### config.mk
export PLATFORM = sky130hd
export DESIGN_NAME = frw_window
export DESIGN_NICKNAME = d
export VERILOG_FILES = /design/src/rtl/frw_pkg.sv /design/src/rtl/frw_window.sv
export SDC_FILE = /design/constraint.sdc
export NUM_CORES = 1
export LEC_CHECK = 0
export CELL_PAD_IN_SITES_DETAIL_PLACEMENT = 1
export CELL_PAD_IN_SITES_GLOBAL_PLACEMENT = 1
export CORE_MARGIN = 5
export CORE_UTILIZATION = 30
export CTS_BUF_LIST = sky130_fd_sc_hd__clkbuf_8
export CTS_CLUSTER_SIZE = 40
export DETAILED_ROUTE_END_ITERATION = 16
export DONT_BUFFER_PORTS = 1
export HOLD_SLACK_MARGIN = 0.03
export PLACE_DENSITY_LB_ADDON = 0.1
export SLEW_MARGIN = 20
export SYNTH_ARGS = -nofsm -noshare
export SYNTH_HDL_FRONTEND = slang
export SYNTH_SLANG_ARGS = --single-unit
### constraint.sdc
create_clock -name clk -period 3.55 [get_ports clk]
set_input_delay 0.5325 -clock clk [delete_from_list [all_inputs] [get_ports clk]]
set_output_delay 0.5325 -clock clk [all_outputs]
set_load 0.03 [all_outputs]
### src/rtl/frw_pkg.sv
package frw_pkg;

    // Stream and grid sizing
    localparam int DATA_W           = 32;
    localparam int CFG_W            = 10;
    localparam int MAX_COARSE_WIDTH = 512;
    localparam int HEIGHT_LIMIT     = 512;
    localparam int LINE_DEPTH       = 2 * MAX_COARSE_WIDTH;
    localparam int ADDR_W           = $clog2(LINE_DEPTH);
    localparam int ROW_W            = $clog2(2 * HEIGHT_LIMIT);
    localparam int CSUM_W           = DATA_W + 2;
    localparam int TSUM_W           = DATA_W + 4;

    // Configuration register indexes
    localparam logic REG_COARSE_WIDTH  = 1'b0;
    localparam logic REG_COARSE_HEIGHT = 1'b1;

    localparam logic [CFG_W-1:0] COARSE_RESET = CFG_W'(4);

    // Position flags of one fine sample, carried down the pipeline
    typedef struct packed {
        logic              emit;
        logic              boundary;
        logic              last;
        logic [ADDR_W-1:0] addr;
    } pos_info_t;

    // Effective coarse width: zero acts as one, oversize clamps
    function automatic logic [ADDR_W-1:0] clamp_width(input logic [CFG_W-1:0] cfg);
        logic [ADDR_W-1:0] res;
        if (cfg == '0)
            res = ADDR_W'(1);
        else if (int'(cfg) > MAX_COARSE_WIDTH)
            res = ADDR_W'(MAX_COARSE_WIDTH);
        else
            res = ADDR_W'(cfg);
        return res;
    endfunction

    // Effective coarse height: zero acts as one, oversize clamps
    function automatic logic [ROW_W-1:0] clamp_height(input logic [CFG_W-1:0] cfg);
        logic [ROW_W-1:0] res;
        if (cfg == '0)
            res = ROW_W'(1);
        else if (int'(cfg) > HEIGHT_LIMIT)
            res = ROW_W'(HEIGHT_LIMIT);
        else
            res = ROW_W'(cfg);
        return res;
    endfunction

endpackage

### src/rtl/frw_window.sv
module frw_window (
    input  logic                         clk,
    input  logic                         rst_n,
    input  logic                         load_p2,
    input  logic [frw_pkg::DATA_W-1:0]   top_in,
    input  logic [frw_pkg::DATA_W-1:0]   mid_in,
    input  logic [frw_pkg::DATA_W-1:0]   bot_in,
    input  logic                         load_out,
    input  logic                         zero_out,
    output logic [frw_pkg::DATA_W-1:0]   value
);

    logic [frw_pkg::CSUM_W-1:0] col_sum;
    logic [frw_pkg::CSUM_W-1:0] win_old_reg;
    logic [frw_pkg::CSUM_W-1:0] win_prev_reg;
    logic [frw_pkg::CSUM_W-1:0] p2_a_reg;
    logic [frw_pkg::CSUM_W-1:0] p2_b_reg;
    logic [frw_pkg::CSUM_W-1:0] p2_c_reg;
    logic [frw_pkg::TSUM_W-1:0] total;
    logic [frw_pkg::DATA_W-1:0] value_reg;

    // Weighted column sum 1-2-1, sign extended
    assign col_sum = {{2{top_in[frw_pkg::DATA_W-1]}}, top_in}
                   + {mid_in[frw_pkg::DATA_W-1], mid_in, 1'b0}
                   + {{2{bot_in[frw_pkg::DATA_W-1]}}, bot_in};

    // Shift the window of column sums as each sample moves on
    always_ff @(posedge clk or negedge rst_n)
    begin
        if (!rst_n)
        begin
            win_old_reg  <= '0;
            win_prev_reg <= '0;
        end
        else if (load_p2)
        begin
            win_old_reg  <= win_prev_reg;
            win_prev_reg <= col_sum;
        end
    end

    // Capture the three columns of the stencil
    always_ff @(posedge clk)
    begin
        if (load_p2)
        begin
            p2_a_reg <= win_old_reg;
            p2_b_reg <= win_prev_reg;
            p2_c_reg <= col_sum;
        end
    end

    // Weighted row sum 1-2-1, then floor shift by 4
    assign total = {{2{p2_a_reg[frw_pkg::CSUM_W-1]}}, p2_a_reg}
                 + {p2_b_reg[frw_pkg::CSUM_W-1], p2_b_reg, 1'b0}
                 + {{2{p2_c_reg[frw_pkg::CSUM_W-1]}}, p2_c_reg};

    always_ff @(posedge clk)
    begin
        if (load_out)
        begin
            value_reg <= zero_out ? '0 : total[frw_pkg::TSUM_W-1:4];
        end
    end

    assign value = value_reg;

endmodule

# Yosys cells after proc, flatten, opt, wreduce, memory -nomap -nowiden
# Cells that the tools add are included.
[totals] ff_bits=202 in_bits=101 output_inout_bits=32 wordCells=10
[op_classes] n_addsub=4
[ops] cell="$add A34 B35 Y36" n=1
[ops] cell="$add A36 B36 Y36" n=1
[ops] cell="$add A32 B33 Y34" n=1
[ops] cell="$add A34 B34 Y34" n=1

# Depth between registers and ports, before layout
[depth] word_depth=2 mapped_depth=11 depth_no_buf=11

# Worst setup path before layout
# Ideal clock, no wire load.
[synth_timing] path_type="input port to flip-flop" startpoint="in top_in[8] in the netlist's numbering" endpoint="reg p2_c_reg[31] in the netlist's numbering (data pin)" setup_time_ps=267 t_arrival_ps=2918 t_required_ps=3283 setup_slack_ps=365 path_stages=9 n_path_buf=0 cell_sequence="fa_1 -> ha_1 -> a21o_1 -> a221o_1 -> a221o_1 -> a31o_2 -> a211o_1 -> a21oi_1 -> xnor2_1"
[synth_between] elab_chain_len=2
[synth_rtl] element="from (decl)" line_no="frw_window.sv:5" text="input logic [frw_pkg::DATA_W-1:0] top_in,"
[synth_rtl] element="$add A32 B33 Y34" line_no="frw_window.sv:24" text="+ {mid_in[frw_pkg::DATA_W-1], mid_in, 1'b0}"
[synth_rtl] element="$add A34 B34 Y34" line_no="frw_window.sv:25" text="+ {{2{bot_in[frw_pkg::DATA_W-1]}}, bot_in};"
[synth_rtl] element="named net col_sum (one bit)" line_no="frw_window.sv:13" text="logic [frw_pkg::CSUM_W-1:0] col_sum;"
[synth_rtl] element="to (signal assigned)" line_no="frw_window.sv:49" text="p2_c_reg <= col_sum;"
[synth_rtl] element="to (decl)" line_no="frw_window.sv:18" text="logic [frw_pkg::CSUM_W-1:0] p2_c_reg;"
# The timed path passes the listed nets, and every way through them passes these cells.
# A chain may end at the register's enable or synchronous reset.

# Worst setup path in the final report
[layout_timing] startpoint="reg p2_a_reg[8] in the netlist's numbering" endpoint="reg value_reg, in the netlist value[30] (data pin)"
[layout_between] elab_chain_len=2
[layout_rtl] element="from (decl)" line_no="frw_window.sv:16" text="logic [frw_pkg::CSUM_W-1:0] p2_a_reg;"
[layout_rtl] element="from (signal assigned)" line_no="frw_window.sv:47" text="p2_a_reg <= win_old_reg;"
[layout_rtl] element="$add A34 B35 Y36" line_no="frw_window.sv:55" text="+ {p2_b_reg[frw_pkg::CSUM_W-1], p2_b_reg, 1'b0}"
[layout_rtl] element="$add A36 B36 Y36" line_no="frw_window.sv:56" text="+ {{2{p2_c_reg[frw_pkg::CSUM_W-1]}}, p2_c_reg};"
[layout_rtl] element="to (signal assigned)" line_no="frw_window.sv:62" text="value_reg <= zero_out ? '0 : total[frw_pkg::TSUM_W-1:4];"
[layout_rtl] element="to (decl)" line_no="frw_window.sv:20" text="logic [frw_pkg::DATA_W-1:0] value_reg;"
# Every way passes these cells.

==> out/metrics.yaml <==
drc: 0
gr-total-overflow: 0
timing.rr.start: "p2_a_reg[8]"
critPathSlowestCell: "fa_1"
port_buffers: 0
cts_tree: "built"
synth-main-ff-cell: "edfxtp_1"
nets: 1263
hold_violations: 0
numCtsBuffers: 36
routed_wl_um: 29000
required_ns: 3.82
hold-path-endpoint: "p2_c_reg[0]"
max_freq_mhz: 293
die_x_um: 210
finalWorstSetupSlack_ns: 0.142
end_kind: "register"
r2r_slack_ns: 0.14
tightest_slew_ns: 0.584
synthArstFlopShare: 0.337
relSlewSlack: 0.609
first_pass_iters: 4
power_frac_clock: 0.148
highest-signal-layer: "met4"
r2r-end: "value[30]"
path_max_fanout: 8
worst_clock_skew_ns: 0.0211
core_um2: 39700
route.vias.total: 7687
syn_area_per_cell_um2: 12.4
synth_top_area_share: 0.334
ant_nets: 0
slew_violations: 0
wl_per_cell_um: 18.3
pre_cts_slack_ns: 0.0182
die-area_um2: 44300
netlist_top_cells_area: "edfxtp_1 33%, dfrtp_1 14%, fa_1 11%"
worstHoldStart: "load_p2"
drive_above_1_share: 0.178
setup_viol: 0
yosysWarnings: 0
clock_path_buffers: 3
combPwrFrac: 0.519
yosysMostFrequentCell: "edfxtp_1"
initial_core_util: 0.303
clk_pin_slew_ns: 0.07
dp_hpwl_um: 22500
period_minus_slack_ns: 3.41
path_class: "register to register"
ys_ff_latch: 202
die_y_um: 210
htreeDepth: 2
power_density_nw_per_um2: 1010
p_seq_frac: 0.334
syn_area_um2: 12100
nFillCells: 4286
drt-met1-wl_um: 15300
first_global_vias: 8525
drtIter0Drc: 316
cap_viol_max_count: 0
yosysTopAreaCell: "edfxtp_1"
rows: 73
clock-sinks: 202
synth_cell_types: 81
seq_area_frac_synth: 0.475
netSwitchingFraction: 0.423
yosys-top-cells-count: "134 x edfxtp_1, 68 x dfrtp_1, 67 x fa_1, 66 x ha_1, 65 x nor2_1"
place.gp.congestion: 0.768
antenna_found_initial: 0
avgViaCountPerCell: 4.86
critPathBufInv: 1
fin_crit_sh: 0.960
grt_pass1_wl_um: 47600
slowest_delay_ns: 0.60
syn2layout_area_growth_pct: 13.8
multiInputGateArea_um2: 6050
diodes: 0
r2r_cells: 10
worstPathArrival_ns: 3.68
hp-class: "input pin to register"
finalSetupTns_ns: 0
startpoint_type: "register"
grt_max_degree: 175
status: "finished clean"
ir_drop_uv: 264
p_leak_nw: 5.44
post-route-cell-area_um2: 13700
met3WireLength_um: 852
rsz0062_at_grt: "true"
wl_met2_um: 12300
regArea_um2: 5730
p_switching_mw: 5.87
crit_chain: "fa_1 -> ha_2 -> a21oi_1 -> o21ai_0 -> o311ai_4 -> a21oi_2 -> buf_4 -> a21o_1 -> a21boi_1 -> mux2_1"
critPathTopFamily: "compound AO/OA/AOI/OAI gates"
cp-startpoint: "p2_a_reg[8]"
whs_path_depth: 0
p_int_mw: 8.02
synth_cells: 970
grt_usage: 0.132
placed_cell_area_um2: 13000
io_pins: 133
power_mw: 13.9
syn-num-nets: 1204
synth_edf_count: 134
root_buffer: "clkbuf_8"
clk_latency_ns: 0.54
hold_ws_ns: 0.115
==> layout by cell type (no fill, tap or decap), drive strengths merged, types with 4 or more instances in the layout <==
| master | synthesis | layout |
|---|---|---|
| a21o | 30 | 30 |
| and3 | 7 | 7 |
| dfrtp | 68 | 68 |
| a221oi | 5 | 5 |
| a211oi | 4 | 4 |
| o311ai | 4 | 4 |
| nor2b | 9 | 9 |
| and2 | 7 | 7 |
| o21a | 11 | 11 |
| o21bai | 12 | 12 |
| a21oi | 64 | 64 |
| xnor2 | 33 | 33 |
| clkbuf | 28 | 42 |
| a31oi | 9 | 9 |
| a32oi | 4 | 4 |
| nand2b | 6 | 6 |
| a31o | 4 | 4 |
| buf | 14 | 62 |
| o21ai | 33 | 33 |
| or4 | 4 | 4 |
| fa | 67 | 67 |
| nand3 | 11 | 11 |
| o211ai | 6 | 6 |
| nor3 | 20 | 20 |
| nor2 | 65 | 65 |
| edfxtp | 134 | 134 |
| nand2 | 54 | 54 |
| mux2 | 66 | 66 |
| o221ai | 5 | 5 |
| inv | 25 | 41 |
| ha | 66 | 66 |
| clkinv | 1 | 9 |
| nand4 | 22 | 22 |
| xor2 | 20 | 20 |
| a21boi | 4 | 4 |
==> how the worst max path moves through the flow <==
stage,cells after the start,end
3_3_place_gp,11,win_prev_reg[29]
4_1_cts,10,value[30]
2_1_floorplan,9,p2_c_reg[31]
5_1_grt,10,value[30]
3_5_place_dp,11,win_prev_reg[29]
6_report,10,value[30]
==> cell type report <==
cell class                      count  area share
Tap cell                          525      0.0479
Inverter                           26     0.00711
Clock inverter                     24     0.00830
Timing Repair Buffer               63      0.0361
Multi-Input combinational cell    700       0.441
Clock buffer                       42      0.0421
Sequential cell                   202       0.417
==> cells by family (layout without fill, tap and decap cells) <==
group | after synthesis | in the layout | synth area share
AOI/OAI and AO/OA | 225 | 225 | 0.128
xor gates and xnor gates | 53 | 53 | 0.0385
adders and majority gates | 133 | 133 | 0.180
buffers and inverters | 68 | 155 | 0.0239
DFF | 202 | 202 | 0.475
muxes | 68 | 68 | 0.0636
and+or+nand+nor | 221 | 221 | 0.0907
==> through the flow <==
step | std cells | util
6_report | 1582 | 0.345
5_1_grt | 1582 | 0.345
4_1_cts | 1581 | 0.345
3_5_place_dp | 1513 | 0.326
3_3_place_gp | 1513 | 0.326
2_1_floorplan | 970 | -
==> metal layers <==
metal,track usage,up-vias
met4,0.0371,0
met1,0.203,3797
met5,0,-
li1,-,3715
met2,0.195,136
met3,0.0205,39
==> timing repair <==
| item | in CTS | in global routing |
|---|---|---|
| endpoints found under the setup margin | 0 | 3 |
| endpoints found under the hold margin | 68 | 0 |
| setup buffers | 0 | 1 |
| resized for setup | 0 | 3 |
| hold buffers | 2 | 0 |
==> power by group through the flow <==
stage / registers (mW) / logic, mW / clock network (mW)
after CTS: 4.66 / 7.28 / 2.17
final: 4.63 / 7.20 / 2.05
after floorplan: 4.49 / 5.05 / 0
after global placement: 4.67 / 7.19 / 0
after global routing: 4.74 / 8.14 / 2.26
after detailed placement: 4.70 / 7.21 / 0
No activity file was read; power rests on OpenSTA's default activity.
